## src/gray_histogram_normalizer_unit_macros.svh

```systemverilog
// Assertion macros shared by the histogram unit.
`ifndef GRAY_HISTOGRAM_NORMALIZER_UNIT_MACROS_SVH
`define GRAY_HISTOGRAM_NORMALIZER_UNIT_MACROS_SVH

// Check a property at each rising clock edge outside reset.
`define GHN_ASSERT(label, prop, msg) \
    label: assert property (@(posedge i_clk) disable iff (!i_rst_n) (prop)) else $error(msg);

// Check that a condition leads to a result in the next cycle.
`define GHN_ASSERT_NEXT(label, cond, res, msg) \
    `GHN_ASSERT(label, (cond) |=> (res), msg)

`endif

```

## src/ghn_pkg.sv

```systemverilog
// Types and constants of the gray histogram normalizer.
package ghn_pkg;

    localparam int OP_W        = 2;
    localparam int PIX_W       = 8;
    localparam int DH_W        = 12;
    localparam int OUT_COUNT_W = 24;
    localparam int BAR_W       = 12;
    localparam int STEP_W      = 4;
    localparam int S_TDATA_W   = 16;
    localparam int M_TDATA_W   = 64;
    localparam int M_PAD_W     = M_TDATA_W - 2 * OUT_COUNT_W - BAR_W;

    localparam logic [OP_W-1:0]   OP_ACCUM = 2'd0;
    localparam logic [OP_W-1:0]   OP_READ  = 2'd1;
    localparam logic [OP_W-1:0]   OP_CLEAR = 2'd2;
    localparam logic [DH_W-1:0]   DH_RESET = 12'd400;
    localparam logic [STEP_W-1:0] STEP_LAST = STEP_W'(BAR_W - 1);

    typedef struct packed {
        logic capture;
        logic clear;
        logic mem_rd;
        logic rd_sel;
        logic acc_wr;
        logic mul;
        logic div_step;
        logic out_load;
    } t_cmd;

    typedef struct packed {
        logic div_last;
        logic out_free;
    } t_status;

endpackage

```

## src/ghn_ctrl.sv

```systemverilog
// Controller state machine of the gray histogram normalizer.
module ghn_ctrl (
    input  logic                     i_clk,
    input  logic                     i_rst_n,
    input  logic                     i_s_tvalid,
    input  logic [ghn_pkg::OP_W-1:0] i_op,
    input  ghn_pkg::t_status         i_status,
    output logic                     o_s_tready,
    output ghn_pkg::t_cmd            o_cmd
);

    typedef enum logic [6:0] {
        S_IDLE   = 7'b0000001,
        S_ACC_RD = 7'b0000010,
        S_ACC_WR = 7'b0000100,
        S_RD_RD  = 7'b0001000,
        S_RD_MUL = 7'b0010000,
        S_RD_DIV = 7'b0100000,
        S_RD_OUT = 7'b1000000
    } t_state;

    t_state r_state;
    t_state n_state;

    always_comb begin
        n_state    = r_state;
        o_cmd      = '0;
        o_s_tready = 1'b0;
        case (r_state)
            S_IDLE: begin
                o_s_tready    = 1'b1;
                o_cmd.capture = i_s_tvalid;
                if (i_s_tvalid) begin
                    case (i_op)
                        ghn_pkg::OP_ACCUM: n_state = S_ACC_RD;
                        ghn_pkg::OP_READ:  n_state = S_RD_RD;
                        ghn_pkg::OP_CLEAR: o_cmd.clear = 1'b1;
                        default:           n_state = S_IDLE;
                    endcase
                end
            end
            S_ACC_RD: begin
                o_cmd.mem_rd = 1'b1;
                n_state      = S_ACC_WR;
            end
            S_ACC_WR: begin
                o_cmd.acc_wr = 1'b1;
                n_state      = S_IDLE;
            end
            S_RD_RD: begin
                o_cmd.mem_rd = 1'b1;
                o_cmd.rd_sel = 1'b1;
                n_state      = S_RD_MUL;
            end
            S_RD_MUL: begin
                o_cmd.mul = 1'b1;
                n_state   = S_RD_DIV;
            end
            S_RD_DIV: begin
                o_cmd.div_step = 1'b1;
                if (i_status.div_last) begin
                    n_state = S_RD_OUT;
                end
            end
            S_RD_OUT: begin
                if (i_status.out_free) begin
                    o_cmd.out_load = 1'b1;
                    n_state        = S_IDLE;
                end
            end
            default: n_state = S_IDLE;
        endcase
    end

    always_ff @(posedge i_clk) begin
        if (!i_rst_n) begin
            r_state <= S_IDLE;
        end else begin
            r_state <= n_state;
        end
    end

endmodule

```

## config.mk

```make
export PLATFORM = sky130hd
export DESIGN_NAME = ghn_ctrl
export DESIGN_NICKNAME = d
export VERILOG_FILES = /design/src/gray_histogram_normalizer_unit_macros.svh /design/src/ghn_pkg.sv /design/src/ghn_ctrl.sv
export SDC_FILE = /design/constraint.sdc
export NUM_CORES = 1
export LEC_CHECK = 0
export ABC_AREA = 1
export BUFFER_PORTS_ARGS = -buffer_cell sky130_fd_sc_hd__buf_2
export CAP_MARGIN = 15
export CORE_AREA = 2 2 39 41
export DETAILED_ROUTE_END_ITERATION = 16
export DIE_AREA = 0 0 41 43
export GPL_TIMING_DRIVEN = 0
export PLACE_DENSITY = 0.56
export SLEW_MARGIN = 5
export SYNTH_ARGS = -nofsm -noshare
export SYNTH_HDL_FRONTEND = slang
export SYNTH_SLANG_ARGS = --single-unit
```

## constraint.sdc

```tcl
create_clock -name i_clk -period 1.2 [get_ports i_clk]
set_input_delay 0.24 -clock i_clk [delete_from_list [all_inputs] [get_ports i_clk]]
set_output_delay 0.24 -clock i_clk [all_outputs]
set_load 0.005 [all_outputs]
```

# == Word-level counts from Yosys, hierarchy flattened ==
# Cells that the tools add are included.
# op_classes
n_eq_ne,13
n_mux,16
reduce_logical,3
# ops
operator,count
7-bit case mux with 6 select lines,1
7-bit two-way mux,3
7-bit case mux with 3 select lines,1
1-bit two-way mux,10
2-bit inequality test (second input constant),4
7-bit by 1-bit == test with 1-bit output (second input constant),1
7-bit by 2-bit == test with 1-bit output (second input constant),1
7-bit by 3-bit == test with 1-bit output (second input constant),1
7-bit by 4-bit == test with 1-bit output (second input constant),1
7-bit by 5-bit == test with 1-bit output (second input constant),1
7-bit by 6-bit == test with 1-bit output (second input constant),1
7-bit == test (second input constant),1
4-bit AND reduction,1
2-bit by 1-bit == test with 1-bit output (second input constant),1
2-bit == test (second input constant),1
2-bit logical NOT,1
2-bit two-way mux,1
2-bit OR reduction,1
# totals
register_bits,7
inputBits,7
out_inout_bits,9

# == Longest topological paths before layout ==
# Gate-level depths: netlist of run 1.
# logic_depth
ltp_word,4
depth_mapped,8
depth_no_buf,8

# == Worst setup path before layout of run 1 ==
# Ideal clock, no wire load.
# synth_timing
path_kind,register -> register
start,reg r_state[0]
end,reg r_state[0]
arrival_ns,0.915
slack_ns,0.172
path_stages_with_launch,9
path_buffers,0
cell_sequence,dfxtp_1 -> nor2_2 -> nand2_2 -> nor2_4 -> nand2_2 -> inv_2 -> nor2_1 -> nand3_1 -> nand2_1
# synth_between
elab_chain_len,3
elab_cells_between_ends,12
# synth_rtl
element,line_no,rtl
start: declaration,ghn_ctrl.sv:22,t_state r_state;
start signal: assignment,ghn_ctrl.sv:79,r_state <= n_state;
7-bit by 1-bit == test with 1-bit output (tied with other cells),ghn_ctrl.sv:29,case (r_state)
2-bit inequality test (no source line),n/a,
4-bit AND reduction (no source line),n/a,
# Several ways; a longest one is shown, not always the timed one.
# A chain may end at the register's enable or synchronous reset.

==> results of run 1 <==
## tightest hold or removal path: stages
cell	delay, ns
buf_2	0.08
nand2_1	0.04
inv_1	0.04
nand2_1	0.05
## worst max path at each step
stage / cells after the start / slack [ns] / start / endpoint
2_1_floorplan: 8 / 0.17 / r_state[0]$_SDFFE_PN1P_ / r_state[0]$_SDFFE_PN1P_
3_3_place_gp: 6 / 0.03 / r_state[4]$_SDFFE_PN0P_ / o_cmd[5]
3_5_place_dp: 6 / 0.03 / r_state[5]$_SDFFE_PN0P_ / o_cmd[5]
4_1_cts: 6 / -0.22 / r_state[4]$_SDFFE_PN0P_ / o_cmd[6]
5_1_grt: 6 / -0.30 / r_state[5]$_SDFFE_PN0P_ / o_cmd[6]
6_report: 6 / -0.21 / r_state[5]$_SDFFE_PN0P_ / o_cmd[6]
## logic make-up (layout without fill, tap and decap cells)
group	after synthesis	in the layout	share of synthesized area
DFF	7	7	0.308
buffers and inverters	16	45	0.135
AOI/OAI and AO/OA	2	2	0.0247
and+or+nand+nor	49	49	0.533
## per-stage QoR
| step | hold slack [ns] | instances | TNS, ns | power [mW] |
|---|---|---|---|---|
| CTS | 0.246 | 117 | -1.64 | 0.626 |
| global placement | 0.509 | 105 | 0 | 0.374 |
| floorplan | 0.387 | 74 | 0 | 0.336 |
| finish | 0.246 | 119 | -1.48 | 0.659 |
| global route | 0.262 | 119 | -2.15 | 0.707 |
| detailed placement | 0.517 | 105 | 0 | 0.375 |
## power groups by stage
stage                     clock network [mW]  registers (mW)  logic (mW)
after global routing                   0.240           0.252       0.215
final                                  0.214           0.252       0.193
after detailed placement                   0           0.251       0.124
after CTS                              0.227           0.246       0.153
after global placement                     0           0.251       0.123
after floorplan                            0           0.250      0.0856
## placed cells by master (no fill, tap or decap), types with 2 or more instances in the layout
master    count
buf_4         7
nand2_2       3
nand3_2       3
buf_2        12
nor3_1        2
nor2_1       11
dfxtp_2       7
nand2_1       9
nand3_1       4
clkbuf_4      3
nor2_4        5
inv_1         9
buf_6         6
inv_2         5
nor3_2        4
nand2_4       3
nor2_2        2
nand3_4       2
## routing by layer
layer  up-vias  wire, µm  GRT usage
li1        288         -          -
met1       255       516      0.172
met2        11       738      0.263
met3         0        35     0.0314
met4         0         0     0.0800
met5         -         0          0
## final cells by class
type,instances,area share
Clock buffer,4,0.0333
Inverter,16,0.0810
Multi-Input combinational cell,51,0.443
Sequential cell,7,0.189
Tap cell,16,0.0254
Timing Repair Buffer,25,0.229
## cell usage after synthesis (all sizes together)
cell / instances / area (µm²)
nand3: 9 / 50.1
a21oi: 1 / 5.00
nor3: 6 / 30.0
nand2: 15 / 66.3
inv: 15 / 56.3
clkinv: 1 / 5.00
dfxtp: 7 / 140
nand4: 1 / 6.26
a31oi: 1 / 6.26
nor2: 18 / 90.1
## timing repair
action,4_1_cts,5_1_grt
pin swaps,4,4
hold buffers,0,0
gates cloned,0,0
resized for setup,11,27
buffers inserted,8,3
endpoints found under the setup margin,9,14
==> flow_metrics.tcl, run 1 <==
set metrics [dict create \
    grt_max_degree 7 \
    failed_checks "setup timing" \
    skew_ns 0.000243 \
    num-nets-final 111 \
    cts_max_level 1 \
    hold_viol 0 \
    cpPeakStageDelay_ns 0.33 \
    wl_mm 1.29 \
    ios 16 \
    arrival_ns 1.17 \
    track_usage 0.156 \
    path_cells "inv_2 -> nand2_4 -> nor2_4 -> nand2_2 -> nor3_2 -> buf_2" \
    ys_seq_elements 7 \
    antenna_found_initial 0 \
    start_kind "register" \
    finalCritPeriodShare 1.18 \
    fill_cells 129 \
    switching_share 0.304 \
    area_growth_pct 73.1 \
    drv_cap 0 \
    path_max_fanout 3 \
    dp_slack_ns 0.0283 \
    vias 554 \
    regMostFlops "r_state" \
    hold_path_startpoint "i_rst_n" \
    dr.first_iter.drc_count 10 \
    grt_pass1_wl_mm 1.87 \
    p_seq_frac 0.382 \
    numCtsBuffers 3 \
    register_area_um2 149 \
    setup_viol 9 \
    pwr-share-clk 0.325 \
    clock_latency_ns 0.25 \
    die_height_um 43 \
    utilization 0.570 \
    synthesis.area_um2 455 \
    cts_sinks 7 \
    hp-class "input port to register" \
    fmax_ghz 0.708 \
    reg_top3 "r_state (7)" \
    antenna_left 0 \
    largest_reg_flops 7 \
    placed_cell_area_um2 551 \
    status "finished with violations" \
    row_count 14 \
    start_util 0.329 \
    syn_inst 74 \
    crit_type "register to output port" \
    wl_per_cell_um 10.8 \
    avgSynthCellArea_um2 6.15 \
    p_int_uw 459 \
    worstPathBufferInverterCount 2 \
    cp.required_ns 0.96 \
    hold-path-endpoint "r_state[0]$_SDFFE_PN1P_" \
    grt_pass1_vias 490 \
    root_buffer "clkbuf_4" \
    slew_violations 0 \
    p_leak_nw 0.402 \
    design_area_um2 788 \
    overflow 0 \
    vias_per_cell 4.66 \
    crit_family "simple AND/OR/NAND/NOR gates" \
    whs_path_depth 4 \
    reg2reg_slack_ns 0.02 \
    synth-seq-area-share 0.308 \
    r2r_cells 9 \
    worst-slew-pin-transition_ns 0.231 \
    detail_route.first_pass.iterations 4 \
    multiInputGateArea_um2 349 \
    rsz0062_at_grt "yes" \
    finalCriticalPeriod_ns 1.41 \
    route.detailed.drc 0 \
    drive_above_1_share 0.621 \
    portBuffers 15 \
    r2r_start "r_state[1]$_SDFFE_PN0P_" \
    dp_hpwl_um 827 \
    p_comb_frac 0.293 \
    yosys_warnings 0 \
    syn_nets 81 \
    relSlewSlack 0.846 \
    cp-end-kind "output port" \
    dieWidth_um 41 \
    clockBufferDepth 2 \
    cts_tree "built" \
    power_density_nw_per_um2 837 \
    coreArea_um2 1380 \
    worst_slack_ns -0.213 \
    gp_congestion 0.783 \
    r2r_end "r_state[0]$_SDFFE_PN1P_" \
    yosysUniqueCellTypes 15 \
    power.switching_uw 200 \
    clk_pin_slew_ns 0.05 \
    diodes 0 \
    vdd_ir_drop_max_mv 0.436 \
    die-area_um2 1760 \
    cp_slowest_cell "dfxtp_2" \
]
Note: power is estimated with default switching activity, not from simulation.
==> run 2: changes to the inputs <==
--- a/constraint.sdc
+++ b/constraint.sdc
@@ -3,2 +3,2 @@
 set_output_delay 0.24 -clock i_clk [all_outputs]
-set_load 0.005 [all_outputs]
+set_load 0.05 [all_outputs]
==> run 2 against run 1 <==
  * The flow still finishes with violations (setup timing)
  * Die area unchanged
  * Via count is 0.36% higher
  * Clock power is essentially flat
  * Fmax down 7.4%
  * Routed wire length shrank 8.2%
  * Sequential power barely moved
  * Total power rose by 13%
  * Critical endpoint unchanged
  * Cell area rose by 14%
  * Largest power group is now combinational cells
==> flow_metrics.tcl, run 2 (synthesized netlist as in run 1, its figures left out) <==
set metrics [dict create \
    fin_tns_setup_ns -2.50 \
    hold_ws_ns 0.234 \
    area_growth_pct 97.0 \
    antenna_found_initial 0 \
    vias 556 \
    path_max_fanout 4 \
    die_height_um 43 \
    antenna_left 0 \
    p_total_uw 745 \
    failed_checks "setup timing" \
    worst_slack_ns -0.325 \
    multiInputGateArea_um2 393 \
    drv_cap 0 \
    clock_latency_ns 0.25 \
    skew_ns 0.00282 \
    die-area_um2 1760 \
    num-nets-final 112 \
    crit_type "register to output port" \
    p_leak_nw 0.408 \
    finalCriticalPeriod_ns 1.53 \
    dp.cells 105 \
    regMostFlops "r_state" \
    r2r_start "r_state[0]$_SDFFE_PN1P_" \
    reg_top3 "r_state (7)" \
    portBuffers 15 \
    wl_per_cell_um 9.86 \
    rsz0062_at_grt "yes" \
    vdd_ir_drop_max_mv 0.491 \
    reg2reg_slack_ns -0.08 \
    finalCritPeriodShare 1.27 \
    status "finished with violations" \
    hold_path_startpoint "i_rst_n" \
    track_usage 0.173 \
    clk_pin_slew_ns 0.05 \
    drive_above_1_share 0.644 \
    root_buffer "clkbuf_4" \
    cp-end-kind "output port" \
    overflow 0 \
    grt_pass1_vias 503 \
    slew_violations 0 \
    cts_max_level 1 \
    diodes 0 \
    arrival_ns 1.29 \
    grt_max_degree 7 \
    grt_pass1_wl_mm 2.00 \
    hold_viol 0 \
    r2r_cells 9 \
    wl_mm 1.18 \
    clockBufferDepth 2 \
    dp_hpwl_um 812 \
    vias_per_cell 4.63 \
    hold-path-endpoint "r_state[0]$_SDFFE_PN1P_" \
    dieWidth_um 41 \
    utilization 0.648 \
    cts_sinks 7 \
    final_cell_mix "10 x inv_1, 10 x nor2_1, 9 x buf_4, 8 x nand2_1, 8 x buf_6" \
    whs_path_depth 4 \
    r2r_end "r_state[0]$_SDFFE_PN1P_" \
    fmax_ghz 0.656 \
    relSlewSlack 0.860 \
    worst-slew-pin-transition_ns 0.210 \
    route.detailed.drc 0 \
    row_count 14 \
    start_kind "register" \
    largest_reg_flops 7 \
    setup_viol 13 \
    start_util 0.329 \
    layout.cells.non_filler 120 \
    cts_tree "built" \
    numCtsBuffers 3 \
    dr.first_iter.drc_count 5 \
    coreArea_um2 1380 \
    register_area_um2 154 \
    ios 16 \
    cp.required_ns 0.96 \
    detail_route.first_pass.iterations 4 \
    fill_cells 133 \
    gp_congestion 0.717 \
    hp-class "input port to register" \
    power_density_nw_per_um2 830 \
]
## run 2: how the worst max path moves through the flow
stage | start | end | slack, ns
after floorplan | r_state[5]$_SDFFE_PN0P_ | o_cmd[7] | -0.13
final | r_state[4]$_SDFFE_PN0P_ | o_cmd[6] | -0.33
after CTS | r_state[4]$_SDFFE_PN0P_ | o_cmd[5] | -0.32
after global routing | r_state[5]$_SDFFE_PN0P_ | o_cmd[6] | -0.39
after global placement | r_state[5]$_SDFFE_PN0P_ | o_cmd[5] | -0.22
after detailed placement | r_state[4]$_SDFFE_PN0P_ | o_cmd[5] | -0.21
## run 2: where the power goes
part / switching [mW] / internal, mW
registers: 0.00946 / 0.240
clock network: 0.0867 / 0.127
logic: 0.172 / 0.109
## run 2: metrics by stage
step | setup WS, ns | cell area (µm²)
2_1_floorplan | -0.133 | 524
3_3_place_gp | -0.221 | 619
3_5_place_dp | -0.209 | 619
4_1_cts | -0.320 | 806
5_1_grt | -0.386 | 897
6_report | -0.325 | 897
## run 2: final cells by class
cell class / instances / share of cell area
clock buffers: 4 / 0.0293
inverters: 16 / 0.0795
multi-input cells: 51 / 0.438
flip-flops and latches: 7 / 0.172
well taps: 16 / 0.0223
repair buffers: 26 / 0.259
## run 2: timing repair
| action | in CTS | in global routing |
|---|---|---|
| setup endpoints to repair | 10 | 14 |
| hold buffers | 0 | 0 |
| pin swaps | 4 | 9 |
| resized for setup | 37 | 12 |
| setup buffers | 6 | 5 |
## run 2: worst max-delay path, cell delays in order, from the launching register on
cell     delay (ns)
dfxtp_2        0.33
inv_4          0.07
nand2_4        0.06
nor2_4         0.16
nand2_4        0.11
nor3_4         0.12
buf_6          0.18
## run 2: metal layers
metal	up-vias	share of wire	GRT usage
met5	-	0	0
met4	0	0.027	0.140
met3	3	0.039	0.0366
met2	16	0.52	0.231
met1	248	0.42	0.228
li1	289	-	-
==> run 3: changes to the inputs <==
Settings changed: PLACE_DENSITY 0.56 to 0.62.
==> run 3 against run 2 <==
  * The flow still finishes with violations (setup timing)
  * Global-route usage grew 1.0 points
  * Fmax shrank 1.4%
  * Flip-flop and latch count is the same
  * Core utilization grew 1.6 points
  * Combinational power grew 4%
  * Critical path depth is the same
  * Count of clock-buffer cells in the layout is the same
  * Die area is the same
  * Worst setup slack lost 0.022 ns
  * Largest power group unchanged
==> flow_metrics.tcl, run 3 (synthesized netlist as in run 1, its figures left out) <==
set metrics [dict create \
    dieWidth_um 41 \
    rsz0062_at_grt "yes" \
    route.detailed.drc 0 \
    r2r_cells 11 \
    regMostFlops "r_state" \
    grt_max_degree 7 \
    grt_pass1_vias 540 \
    numCtsBuffers 3 \
    multiInputGateArea_um2 405 \
    cts_hold_buffers 0 \
    clock_latency_ns 0.25 \
    die-area_um2 1760 \
    start_util 0.329 \
    finalCritPeriodShare 1.29 \
    p_total_uw 757 \
    failed_checks "setup timing" \
    drv_cap 0 \
    cts_max_level 1 \
    worst-slew-pin-transition_ns 0.342 \
    dp_slack_ns -0.202 \
    die_height_um 43 \
    coreArea_um2 1380 \
    hold_viol 0 \
    num-nets-final 115 \
    wl_mm 1.32 \
    fill_cells 113 \
    reg_top3 "r_state (7)" \
    dp_hpwl_um 840 \
    setup_viol 13 \
    p_seq_frac 0.331 \
    overflow 0 \
    register_area_um2 148 \
    cts_sinks 7 \
    switching_share 0.360 \
    design_area_um2 920 \
    antenna_found_initial 0 \
    dr.first_iter.drc_count 1 \
    p_leak_nw 0.415 \
    relSlewSlack 0.770 \
    slew_violations 0 \
    antenna_left 0 \
    placed_cell_area_um2 619 \
    cts_tree "built" \
    cp-startpoint "r_state[4]$_SDFFE_PN0P_" \
    largest_reg_flops 7 \
    fmax_ghz 0.647 \
    r2r_start "r_state[4]$_SDFFE_PN0P_" \
    power.switching_uw 272 \
    cp.required_ns 0.96 \
    p_comb_frac 0.387 \
    r2r_end "r_state[0]$_SDFFE_PN1P_" \
    worst_slack_ns -0.347 \
    ios 16 \
    track_usage 0.184 \
    finalCriticalPeriod_ns 1.55 \
    crit_type "register to output port" \
    cp-end-kind "output port" \
    arrival_ns 1.31 \
    wl_per_cell_um 10.7 \
    final_cell_mix "13 x buf_4, 10 x inv_1, 9 x nand2_1, 9 x nor2_1, 7 x nor2_4" \
    diodes 0 \
    pwr-share-clk 0.282 \
    root_buffer "clkbuf_4" \
    start_kind "register" \
    detail_route.first_pass.iterations 2 \
    hp-class "input port to register" \
    clockBufferDepth 2 \
    gp_congestion 0.701 \
    grt_pass1_wl_mm 2.12 \
    utilization 0.665 \
    path_max_fanout 4 \
    skew_ns 0.00157 \
    reg2reg_slack_ns -0.19 \
    layout_commonest_cell "buf_4" \
    p_int_uw 485 \
    area_growth_pct 102 \
    vdd_ir_drop_max_mv 0.390 \
    row_count 14 \
    clk_pin_slew_ns 0.05 \
    drive_above_1_share 0.645 \
    cp-endpoint "o_cmd[6]" \
    portBuffers 15 \
    status "finished with violations" \
    vias 565 \
    vias_per_cell 4.59 \
    power_density_nw_per_um2 823 \
]
## run 3: worst min path at each step
| stage | start | end | slack, ns | cells past startpoint |
|---|---|---|---|---|
| final | i_op[0] | r_state[3]$_SDFFE_PN0P_ | 0.25 | 3 |
| after global routing | i_op[0] | r_state[3]$_SDFFE_PN0P_ | 0.26 | 3 |
| after CTS | i_rst_n | r_state[0]$_SDFFE_PN1P_ | 0.25 | 4 |
| after detailed placement | i_rst_n | r_state[0]$_SDFFE_PN1P_ | 0.52 | 4 |
| after global placement | i_status[1] | r_state[6]$_SDFFE_PN0P_ | 0.52 | 3 |
| after floorplan | i_rst_n | r_state[0]$_SDFFE_PN1P_ | 0.39 | 3 |
## run 3: per-stage QoR
stage / hold slack, ns / TNS (ns) / std cells
after floorplan: 0.387 / -0.642 / 74
after global placement: 0.516 / -0.914 / 105
after detailed placement: 0.515 / -0.919 / 105
after CTS: 0.245 / -3.45 / 118
after global routing: 0.256 / -4.24 / 123
final: 0.245 / -3.23 / 123
## run 3: what timing repair did
item | in CTS | in global routing
gates cloned | 0 | 0
endpoints found under the setup margin | 10 | 13
buffers inserted | 9 | 7
gates resized for setup | 33 | 13
pin swaps | 6 | 6
## run 3: critical path, cell delays in order, from the launching register on
cell and delay, ns:
dfxtp_2 0.32, inv_2 0.08, nand2_2 0.07, nor2_4 0.17
nand2_4 0.10, nor3_4 0.12, buf_6 0.18
## run 3: layer usage
layer	track usage	up-vias	part of all wire
li1	-	298	-
met1	0.207	251	0.36
met2	0.297	13	0.59
met3	0.0157	3	0.021
met4	0.140	0	0.024
met5	0	-	0
## run 3: power groups by stage
stage / clock, mW / combinational, mW / sequential [mW]
finish: 0.213 / 0.293 / 0.251
CTS: 0.220 / 0.258 / 0.249
floorplan: 0 / 0.155 / 0.253
detailed placement: 0 / 0.196 / 0.254
global placement: 0 / 0.193 / 0.254
global route: 0.225 / 0.311 / 0.252
## run 3: final cells by class
cell class / instances / share of cell area
sequential: 7 / 0.161
clock buffer: 4 / 0.0286
timing repair buffer: 29 / 0.278
inverter: 16 / 0.0707
multi-input combinational: 51 / 0.441
tap: 16 / 0.0218
